<file path="config.mk">
export PLATFORM = sky130hd
export DESIGN_NAME = wbcms_ram
export DESIGN_NICKNAME = d
export VERILOG_FILES = /design/src/sv/word_bigram_count_min_sketch_unit_macros.svh /design/src/sv/wbcms_ram.sv
export SDC_FILE = /design/constraint.sdc
export NUM_CORES = 2
export LEC_CHECK = 0
export BUFFER_PORTS_ARGS = -buffer_cell sky130_fd_sc_hd__buf_2
export CAP_MARGIN = 20
export CORE_UTILIZATION = 40
export CTS_CLUSTER_SIZE = 12
export DETAILED_ROUTE_END_ITERATION = 16
export GPL_TIMING_DRIVEN = 0
export PLACE_DENSITY = 0.67
export RECOVER_POWER = 100
export SYNTH_ARGS = -nofsm -noshare
export SYNTH_HDL_FRONTEND = slang
export SYNTH_SLANG_ARGS = --single-unit
</file>
<file path="constraint.sdc">
create_clock -name clk -period 5.4 [get_ports clk]
set_clock_uncertainty 0.05 [all_clocks]
set_input_delay 1.08 -clock clk [delete_from_list [all_inputs] [get_ports clk]]
set_output_delay 1.08 -clock clk [all_outputs]
set_load 0.005 [all_outputs]
</file>
<file path="src/sv/word_bigram_count_min_sketch_unit_macros.svh">
// ----------------------------------------------------------------------------
// Assertion macros
// Shared concurrent assertion forms for the count-min sketch unit.
// ----------------------------------------------------------------------------
`ifndef WORD_BIGRAM_COUNT_MIN_SKETCH_UNIT_MACROS_SVH
`define WORD_BIGRAM_COUNT_MIN_SKETCH_UNIT_MACROS_SVH

// check under reset qualification
`define WBCMS_CHECK(name, prop, msg) \
  name: assert property (@(posedge clk) disable iff (!rst_n) (prop)) else $error(msg);

// check at every edge, reset included
`define WBCMS_CHECK_ALWAYS(name, prop, msg) \
  name: assert property (@(posedge clk) (prop)) else $error(msg);

`endif

</file>
<file path="src/sv/wbcms_ram.sv">
// ----------------------------------------------------------------------------
// wbcms_ram
// Generic single-write, single-read RAM with registered read data.
// ----------------------------------------------------------------------------
module wbcms_ram #(
  parameter int WIDTH = 32,
  parameter int DEPTH = 64
) (
  input  logic                     clk,
  input  logic                     we,
  input  logic [$clog2(DEPTH)-1:0] waddr,
  input  logic [WIDTH-1:0]         wdata,
  input  logic [$clog2(DEPTH)-1:0] raddr,
  output logic [WIDTH-1:0]         rdata
);

  logic [WIDTH-1:0] mem [DEPTH];
  logic [WIDTH-1:0] rdata_r;

  always_ff @(posedge clk) begin
    if (we) begin
      mem[waddr] <= wdata;
    end
    rdata_r <= mem[raddr];
  end

  assign rdata = rdata_r;

endmodule

</file>
==> impl_metrics.env <==
export IMPL_port_buffers=69
export IMPL_fin_crit_ns=5.25
export IMPL_cts_buffers=203
export IMPL_nets=3783
export IMPL_power_frac_seq=0.546
export IMPL_route_detailed_drc=0
export IMPL_clk_path_buf_depth=3
export IMPL_grt_use_met1=0.321
export IMPL_finalSetupViolCount=0
export IMPL_synth_distinct_cells=34
export IMPL_cts_tree="yes"
export IMPL_synth_area_mm2=0.0785
export IMPL_post_cts_buffers=0
export IMPL_async_reset_ff_frac=0
export IMPL_peakVddDrop_uv=407
export IMPL_hold_class="input port to register"
export IMPL_synthFlopType="edfxtp_1"
export IMPL_area_growth_pct=13.3
export IMPL_fp_coreArea_mm2=0.195
export IMPL_netlist_top_cells_count="edfxtp_1 (2048), mux4_2 (544), nor2_1 (137), mux2i_1 (93), o22ai_1 (84)"
export IMPL_grt_overflow=0
export IMPL_placed_area_mm2=0.0852
export IMPL_hpwl_um=157000
export IMPL_drtIter0Drc=6919
export IMPL_cts_sinks=2080
export IMPL_rsz0062_at_grt="no"
export IMPL_grt_busiest_layer="met2"
export IMPL_io_pins=78
export IMPL_worst_setup_path_type="input port to register"
export IMPL_swShare=0.221
export IMPL_startpoint_type="input port"
export IMPL_htreeDepth=4
export IMPL_drv_cap=137
export IMPL_grt_pass1_vias=38400
export IMPL_insertion_delay_ns=0.88
export IMPL_p_comb_frac=0.056
export IMPL_worst_slew_pin_slew_ns=2.96
export IMPL_yosysWarnings=0
export IMPL_power_density_mw_per_mm2=369
export IMPL_fmax_mhz=190
export IMPL_syn_nets=3370
export IMPL_synth_most_common_cell="edfxtp_1"
export IMPL_drive_gt1_frac=0.237
export IMPL_end_kind="register"
export IMPL_grt_pass1_wl_um=321000
export IMPL_die_w_um=445
export IMPL_yosysTopAreaCellShare=0.783
export IMPL_grt_max_degree=65
export IMPL_wire_per_inst_um=36.6
export IMPL_gp_congestion=0.879
export IMPL_ant_nets=0
export IMPL_vias_per_cell=6.19
export IMPL_use_met2=0.360
export IMPL_power_switching_mw=7.24
export IMPL_fin_area_mm2=0.0890
export IMPL_ys_ff_latch=2080
export IMPL_violations="capacitance limit, slew limit"
export IMPL_rows=162
export IMPL_ctsRootBufferMaster="clkbuf_16"
export IMPL_setup_tns_ns=0
export IMPL_status="finished, violations left"
export IMPL_power_leakage_nw=27.2
export IMPL_start_util=0.403
export IMPL_maxSlewHeadroom=-0.982
export IMPL_synth_edff_count=2048
export IMPL_ys_seq_area_frac=0.791
export IMPL_cts_hold_buffers=0
export IMPL_grt_use_total=0.239
export IMPL_clkPwrFrac=0.398
export IMPL_synthCells=3324
export IMPL_routed_wl_um=237000
export IMPL_hold_viol=0
export IMPL_yosysTopAreaCell="edfxtp_1"
export IMPL_drtPass1Iterations=6
export IMPL_critPathMaxFanout=10
export IMPL_grt_met3_usage=0.0629
export IMPL_syn_avg_cell_area_um2=23.6
export IMPL_cp_required_ns=6.03
export IMPL_vias=40100
export IMPL_antenna_found_initial=16
export IMPL_fin_crit_sh=0.973
export IMPL_synthTopCellsByArea="edfxtp_1 (78%), mux4_2 (16%), mux2i_1 (1.2%)"
export IMPL_clk_pin_slew_ns=0.06
export IMPL_slew_violations=3167
export IMPL_chipHeight_um=445
export IMPL_cts_repair_resized=0
export IMPL_dieArea_mm2=0.198
export IMPL_critPathArrivalTime_ns=5.88
export IMPL_p_int_mw=25.6
area by class of cell:
cell class                 instances  area [um2]
clock buffer                     276        5430
multi-input combinational       1062       15500
timing repair buffer             208        1290
sequential                      2080       62100
clock inverter                    47         468
tap                             2624        3280
fill                           16100      106000
buffer                           182         880
antenna                            5        12.5
worst max-delay path, stage by stage:
cell	delay [ns]
buf_2	0.42
clkbuf_1	0.71
buf_2	0.58
clkbuf_1	0.91
nand3b_1	0.72
o221ai_1	0.47
a21oi_1	0.18
a21oi_1	0.53
nor2_1	0.23
power by group through the flow:
stage | logic (mW) | clock network [mW] | registers, mW
after floorplan | 0.869 | 0 | 18.2
after global placement | 1.75 | 0 | 18.3
after detailed placement | 1.87 | 0 | 18.3
after CTS | 1.88 | 13.1 | 17.9
after global routing | 1.89 | 13.7 | 17.9
final | 1.85 | 13.1 | 17.9
layout by cell type, fill, tap and decap left out, types with 5 or more instances in the layout:
cell	n
a21oi_1	62
a22oi_1	12
a311oi_1	8
buf_1	21
buf_12	10
buf_16	8
buf_2	74
buf_4	25
buf_6	6
buf_8	9
clkbuf_1	300
clkbuf_16	204
clkbuf_8	5
clkinv_1	23
clkinv_2	6
dfxtp_1	32
diode_2	5
edfxtp_1	2048
inv_16	6
mux2i_1	93
mux4_2	544
nand2_1	26
nand2b_1	8
nand3_1	5
nand3b_1	5
nor2_1	137
nor2b_1	15
nor3_1	7
o221ai_1	27
o22ai_1	84
kinds of logic after synthesis:
kind of cell | count (synthesis) | share of synthesized area
flops | 2080 | 0.791
simple gates | 223 | 0.0127
compound gates | 202 | 0.0167
buf+inv | 182 | 0.0113
mux | 637 | 0.168
state kept, by name, summed over array words and instances (netlist names):
register,flops
rdata,32
mem,2048
metal layers:
layer / share of wire / wire [um] / vias up
met5: 0.00021 / 50 / -
met4: 0.064 / 15200 / 8
met3: 0.13 / 30800 / 630
met2: 0.45 / 107000 / 3178
met1: 0.36 / 84800 / 21300
li1: - / - / 15000
through the flow:
step	setup WS [ns]	hold slack [ns]	utilization	cells	total power, mW
floorplan	1.11	0.613	-	3324	19.1
detailed placement	-0.0829	0.932	0.437	6138	20.1
global placement	-2.46	0.941	0.421	6017	20.0
CTS	0.812	0.573	0.467	6461	32.9
finish	0.148	0.541	0.456	6484	32.8
global route	0.310	0.549	0.456	6483	33.5
final timing paths:
kind                                  start     endpoint  slack (ns)  depth (start not counted)
worst max register to register  mem[18][18]    rdata[18]        2.50                          4
worst min-delay path              wdata[31]  mem[17][31]        0.54                          1
worst min register to register   mem[29][4]     rdata[4]        0.98                          4
worst max-delay path               raddr[1]    rdata[13]        0.15                          9
(Power assumes the default switching activity.)
