### src/sv/word_bigram_count_min_sketch_unit_macros.svh
// ----------------------------------------------------------------------------
// Assertion macros
// Shared concurrent assertion forms for the count-min sketch unit.
// ----------------------------------------------------------------------------
`ifndef WORD_BIGRAM_COUNT_MIN_SKETCH_UNIT_MACROS_SVH
`define WORD_BIGRAM_COUNT_MIN_SKETCH_UNIT_MACROS_SVH

// check under reset qualification
`define WBCMS_CHECK(name, prop, msg) \
  name: assert property (@(posedge clk) disable iff (!rst_n) (prop)) else $error(msg);

// check at every edge, reset included
`define WBCMS_CHECK_ALWAYS(name, prop, msg) \
  name: assert property (@(posedge clk) (prop)) else $error(msg);

`endif

### src/sv/wbcms_pkg.sv
// ----------------------------------------------------------------------------
// wbcms_pkg
// Types, constants and hash helpers of the word bigram count-min sketch unit.
// ----------------------------------------------------------------------------
package wbcms_pkg;

  localparam int ROWS        = 24;
  localparam int COLUMNS     = 4096;
  localparam int ROW_W       = 5;
  localparam int COL_W       = 12;
  localparam int CCNT_W      = 13;
  localparam int CNT_AW      = ROW_W + COL_W;
  localparam int CNT_DEPTH   = ROWS * COLUMNS;
  localparam int COEF_AW     = ROW_W + 1;
  localparam int COEF_DEPTH  = 2 * ROWS;

  localparam logic [31:0] SEED_RESET = 32'hf00df00d;
  localparam logic [31:0] MIX_C1     = 32'hcc9e2d51;
  localparam logic [31:0] MIX_C2     = 32'h1b873593;
  localparam logic [31:0] MIX_ADD    = 32'he6546b64;
  localparam logic [31:0] FIN_M1     = 32'h85ebca6b;
  localparam logic [31:0] FIN_M2     = 32'hc2b2ae35;
  localparam logic [7:0]  CH_NL      = 8'h0a;

  localparam logic [CCNT_W-1:0] CCNT_RESET = CCNT_W'(COLUMNS);

  localparam logic [1:0] FUNC_BYTE = 2'd0;
  localparam logic [1:0] FUNC_LOAD = 2'd1;
  localparam logic [1:0] FUNC_READ = 2'd2;
  localparam logic [1:0] FUNC_NOP  = 2'd3;

  localparam logic REG_SEED = 1'b0;
  localparam logic REG_COLS = 1'b1;

  typedef enum logic [4:0] {
    S_CLEAR, S_IDLE,
    S_MIX1, S_MIX2, S_MIX3,
    S_TAIL1, S_TAIL2, S_TAIL3,
    S_FMIX1, S_FMIX2, S_FMIX3,
    S_RDA, S_RDB, S_MULH, S_MODS, S_DIV, S_CRD, S_CWR,
    S_RDC, S_RDC2, S_OUT
  } state_t;

  function automatic logic is_word_byte(input logic [7:0] c);
    return c inside {[8'h61:8'h7a], [8'h41:8'h5a], [8'h30:8'h39], 8'h2d};
  endfunction

  function automatic logic [31:0] rotl15(input logic [31:0] x);
    return {x[16:0], x[31:17]};
  endfunction

  function automatic logic [31:0] rotl13(input logic [31:0] x);
    return {x[18:0], x[31:19]};
  endfunction

endpackage

### src/sv/wbcms_mod.sv
// ----------------------------------------------------------------------------
// wbcms_mod
// Bit-serial remainder of a 32-bit value by the active column count.
// ----------------------------------------------------------------------------
`include "word_bigram_count_min_sketch_unit_macros.svh"

module wbcms_mod (
  input  logic                         clk,
  input  logic                         rst_n,
  input  logic                         start,
  input  logic [31:0]                  dividend,
  input  logic [wbcms_pkg::CCNT_W-1:0] divisor,
  output logic                         done,
  output logic [wbcms_pkg::COL_W-1:0]  rem
);
  import wbcms_pkg::*;

  logic              busy_r, busy_nxt;
  logic              done_r, done_nxt;
  logic [4:0]        cnt_r, cnt_nxt;
  logic [31:0]       dvd_r, dvd_nxt;
  logic [CCNT_W-1:0] rem_r, rem_nxt;
  logic [CCNT_W-1:0] div_r, div_nxt;
  logic [CCNT_W:0]   trial;

  always_comb begin
    busy_nxt = busy_r;
    done_nxt = done_r;
    cnt_nxt  = cnt_r;
    dvd_nxt  = dvd_r;
    rem_nxt  = rem_r;
    div_nxt  = div_r;
    trial    = {rem_r, dvd_r[31]};
    if (start) begin
      busy_nxt = 1'b1;
      done_nxt = 1'b0;
      cnt_nxt  = '0;
      dvd_nxt  = dividend;
      rem_nxt  = '0;
      div_nxt  = divisor;
    end else if (busy_r) begin
      dvd_nxt = {dvd_r[30:0], 1'b0};
      if (trial >= {1'b0, div_r}) begin
        rem_nxt = CCNT_W'(trial - {1'b0, div_r});
      end else begin
        rem_nxt = trial[CCNT_W-1:0];
      end
      cnt_nxt = cnt_r + 5'd1;
      if (cnt_r == 5'd31) begin
        busy_nxt = 1'b0;
        done_nxt = 1'b1;
      end
    end
  end

  always_ff @(posedge clk) begin
    if (!rst_n) begin
      busy_r <= 1'b0;
      done_r <= 1'b0;
      cnt_r  <= '0;
    end else begin
      busy_r <= busy_nxt;
      done_r <= done_nxt;
      cnt_r  <= cnt_nxt;
    end
    dvd_r <= dvd_nxt;
    rem_r <= rem_nxt;
    div_r <= div_nxt;
  end

  assign done = done_r;
  assign rem  = rem_r[COL_W-1:0];

  `WBCMS_CHECK(a_rem_below_div, done_r |-> (rem_r < div_r), "remainder not below divisor")
  `WBCMS_CHECK(a_start_clears, start |=> !done_r, "done set right after start")
  `WBCMS_CHECK(a_busy_not_done, busy_r |-> !done_r, "busy and done together")

endmodule

### config.mk
export PLATFORM = sky130hd
export DESIGN_NAME = wbcms_mod
export DESIGN_NICKNAME = d
export VERILOG_FILES = /design/src/sv/wbcms_pkg.sv /design/src/sv/wbcms_mod.sv
export VERILOG_INCLUDE_DIRS = /design/src /design/src/sv
export SDC_FILE = /design/constraint.sdc
export NUM_CORES = 1
export LEC_CHECK = 0
export ABC_AREA = 1
export BUFFER_PORTS_ARGS = -buffer_cell sky130_fd_sc_hd__buf_2
export CAP_MARGIN = 20
export CORE_MARGIN = 4
export CORE_UTILIZATION = 59
export CTS_BUF_LIST = sky130_fd_sc_hd__clkbuf_4 sky130_fd_sc_hd__clkbuf_8
export CTS_CLUSTER_DIAMETER = 60
export CTS_CLUSTER_SIZE = 28
export DETAILED_ROUTE_END_ITERATION = 8
export PLACE_DENSITY = 0.83
export SLEW_MARGIN = 30
export SYNTH_ARGS = -nofsm -noshare
export SYNTH_HDL_FRONTEND = slang
export SYNTH_SLANG_ARGS = --single-unit
export TNS_END_PERCENT = 5
### constraint.sdc
create_clock -name clk -period 2.25 [get_ports clk]
set_input_delay 0.225 -clock clk [delete_from_list [all_inputs] [get_ports clk]]
set_output_delay 0.225 -clock clk [all_outputs]
set_load 0.01 [all_outputs]
==> flow_metrics.tcl <==
set metrics [dict create \
    outcome "finished, final reports clean" \
    slew_headroom_pct 38.10 \
    cp_data_required_time_ns 2.50 \
    final_nets 584 \
    fillers 479 \
    antenna_cells 0 \
    route.detailed.drc 0 \
    drive_gt1_share_pct 19.62 \
    cts_tree "done" \
    avgSynthCellArea_um2 7.873 \
    rrSetupSlack_ns 0.36 \
    final.setup.tns_ns 0 \
    grt_start_max_net_pins 38 \
    stdcell_area_um2 4189 \
    ys_seq_area_share_pct 47.54 \
    worstMarginPinSlew_ns 0.9275 \
    hold_path_depth 1 \
    setup_viol 0 \
    cp-end-kind "flop" \
    synth_top_cell_area_share_pct 36.67 \
    path_class "flop to flop" \
    fmax_ghz 0.5297 \
    finClkSkew_ns 0.009499 \
    clock-sinks 65 \
    syn_nets 532 \
    ys_seq_elements 65 \
    grt_overflow_total 0 \
    peakVddDrop_mv 0.4448 \
    drt_iter0_drc 279 \
    synth-edff-count 45 \
    cts-root-buf "clkbuf_8" \
    yosysUniqueCellTypes 28 \
    path_clk_slew_ns 0.08 \
    final_cells 600 \
    routedWlPerCell_um 13.07 \
    rr_worst_depth 11 \
    drv_cap 0 \
    postCtsSetupRepairBufs 0 \
    slew_viol_final 0 \
    synth_flop_cell "edfxtp_1" \
    die_h_um 87.03 \
    grt_usage_pct 22.91 \
    placed_cells 584 \
    antenna_left 0 \
    p_per_area_nw_per_um2 669.1 \
    via_count 3106 \
    cts_buffers 9 \
    firstDrtPassIters 5 \
    yosysTopAreaCell "edfxtp_1" \
    core_um2 5991 \
    routed_wl_mm 7.840 \
    hold_buffers 0 \
    cp_max_fo 14 \
    vias_per_cell 5.177 \
    fin_crit_ns 1.888 \
    layout-area-overhead-vs-synth_pct 13.68 \
    yosys_warnings 0 \
    p_total_w 0.002803 \
    dp_hpwl_mm 5.481 \
    die-area_um2 7573 \
    clock_latency_ns 0.36 \
    finalCritPeriodShare_pct 83.91 \
    antenna_found_initial 0 \
    cts_resized 0 \
    synthTopCellsByCount "197 x nand2_1, 66 x inv_1, 45 x edfxtp_1" \
    synth_area_um2 3685 \
    rsz0062_at_grt "false" \
    cts_buffer_depth 2 \
    ys_top_cells_by_area "edfxtp_1 37%, nand2_1 20%, dfxtp_1 11%" \
    place.gp.congestion 1.032 \
    synth_cells 468 \
    htree_levels 3 \
    hold_violations 0 \
    min_path_type "primary input to flop" \
    dpl-instance-area_um2 3973 \
    p_leak_nw 2.196 \
    ys_async_sr_fraction_pct 0 \
    grt_pass1_wl_mm 13.46 \
    dieWidth_um 87.03 \
    start_kind "flop" \
    grt_pass1_vias 3124 \
    yosysMostFrequentCell "nand2_1" \
    initial_core_util_pct 61.51 \
    placementRows 28 \
    worstPathArrival_ns 2.14 \
    io_pins 61 \
    io_buffer_count 60 \
]
## report_power, final
group / internal [W] / switching, W
sequential: 0.00138 / 0.0000283
clock: 0.000621 / 0.000476
combinational: 0.000112 / 0.000188
total: 0.00211 / 0.000692
## layout make-up
type | count | area [um2] | area share [%]
sequential | 65 | 1752 | 41.82
inverter | 72 | 270.3 | 6.452
timing repair buffer | 67 | 352.8 | 8.423
clock buffer | 9 | 123.9 | 2.957
clock inverter | 7 | 92.59 | 2.210
multi-input combinational | 305 | 1504 | 35.90
tap | 75 | 93.84 | 2.240
## layout by cell type (no fill, tap or decap), types with 2 or more instances in the layout
cell,count
a21oi_1,7
buf_2,60
buf_4,7
bufinv_16,2
clkbuf_8,9
clkinv_1,2
dfxtp_1,20
edfxtp_1,45
ha_1,15
inv_1,66
inv_2,6
nand2_1,197
nand2_2,4
nand3_1,27
nand3_2,6
nand4_1,17
nor2_1,13
nor2_2,3
nor3_1,2
o21ai_0,2
xnor2_1,3
xor2_1,2
## routing by layer
metal / track usage, % / vias to the layer above / part of all wire, % / wire length (um)
met4: 12.18 / 0 / 2.7 / 210
li1: - / 1568 / - / -
met5: 0 / - / 0 / 0
met3: 5.960 / 22 / 7.3 / 571
met2: 37.34 / 118 / 48 / 3733
met1: 27.71 / 1398 / 42 / 3325
## cells by family (layout without fill, tap and decap cells)
family | after synthesis | after routing | share of synthesized area [%]
flops | 65 | 65 | 47.54
simple gates | 271 | 271 | 31.82
xor+xnor | 5 | 5 | 1.189
buf+inv | 98 | 155 | 11.65
fa+ha+maj | 16 | 16 | 5.637
compound gates | 13 | 13 | 2.173
## state kept, by name (all words and copies together), names as in the netlist
signal / cells
dvd_r: 32
div_r: 13
rem_r: 13
cnt_r: 5
busy_r: 1
done: 1
## critical path, cell delays in order, from the launching register on
cell and delay [ns]:
edfxtp_1 0.33, inv_1 0.06, ha_1 0.22, fa_1 0.41, inv_1 0.11, nand2_1 0.07, nand3_2 0.08, nand2_2 0.07
nand3_4 0.20, nand2_1 0.09, nand3_1 0.09, nand2_1 0.05
## final timing paths
path | start | end
worst max-delay path | dvd_r[31] | rem_r[0]
worst max register to register | dvd_r[31] | rem_r[0]
worst min-delay path | divisor[10] | div_r[10]
worst min register to register | cnt_r[4] | cnt_r[4]
## stage by stage
step | util [%] | hold slack (ns) | worst slack (ns)
after floorplan | - | 0.3239 | 0.3644
after global placement | 66.31 | 0.4009 | 0.4360
after detailed placement | 66.31 | 0.4036 | 0.3806
after CTS | 69.92 | 0.02967 | 0.3647
after global routing | 69.92 | 0.03119 | 0.2136
final | 69.92 | 0.04014 | 0.3621
Power figures use the tool's default switching activity.
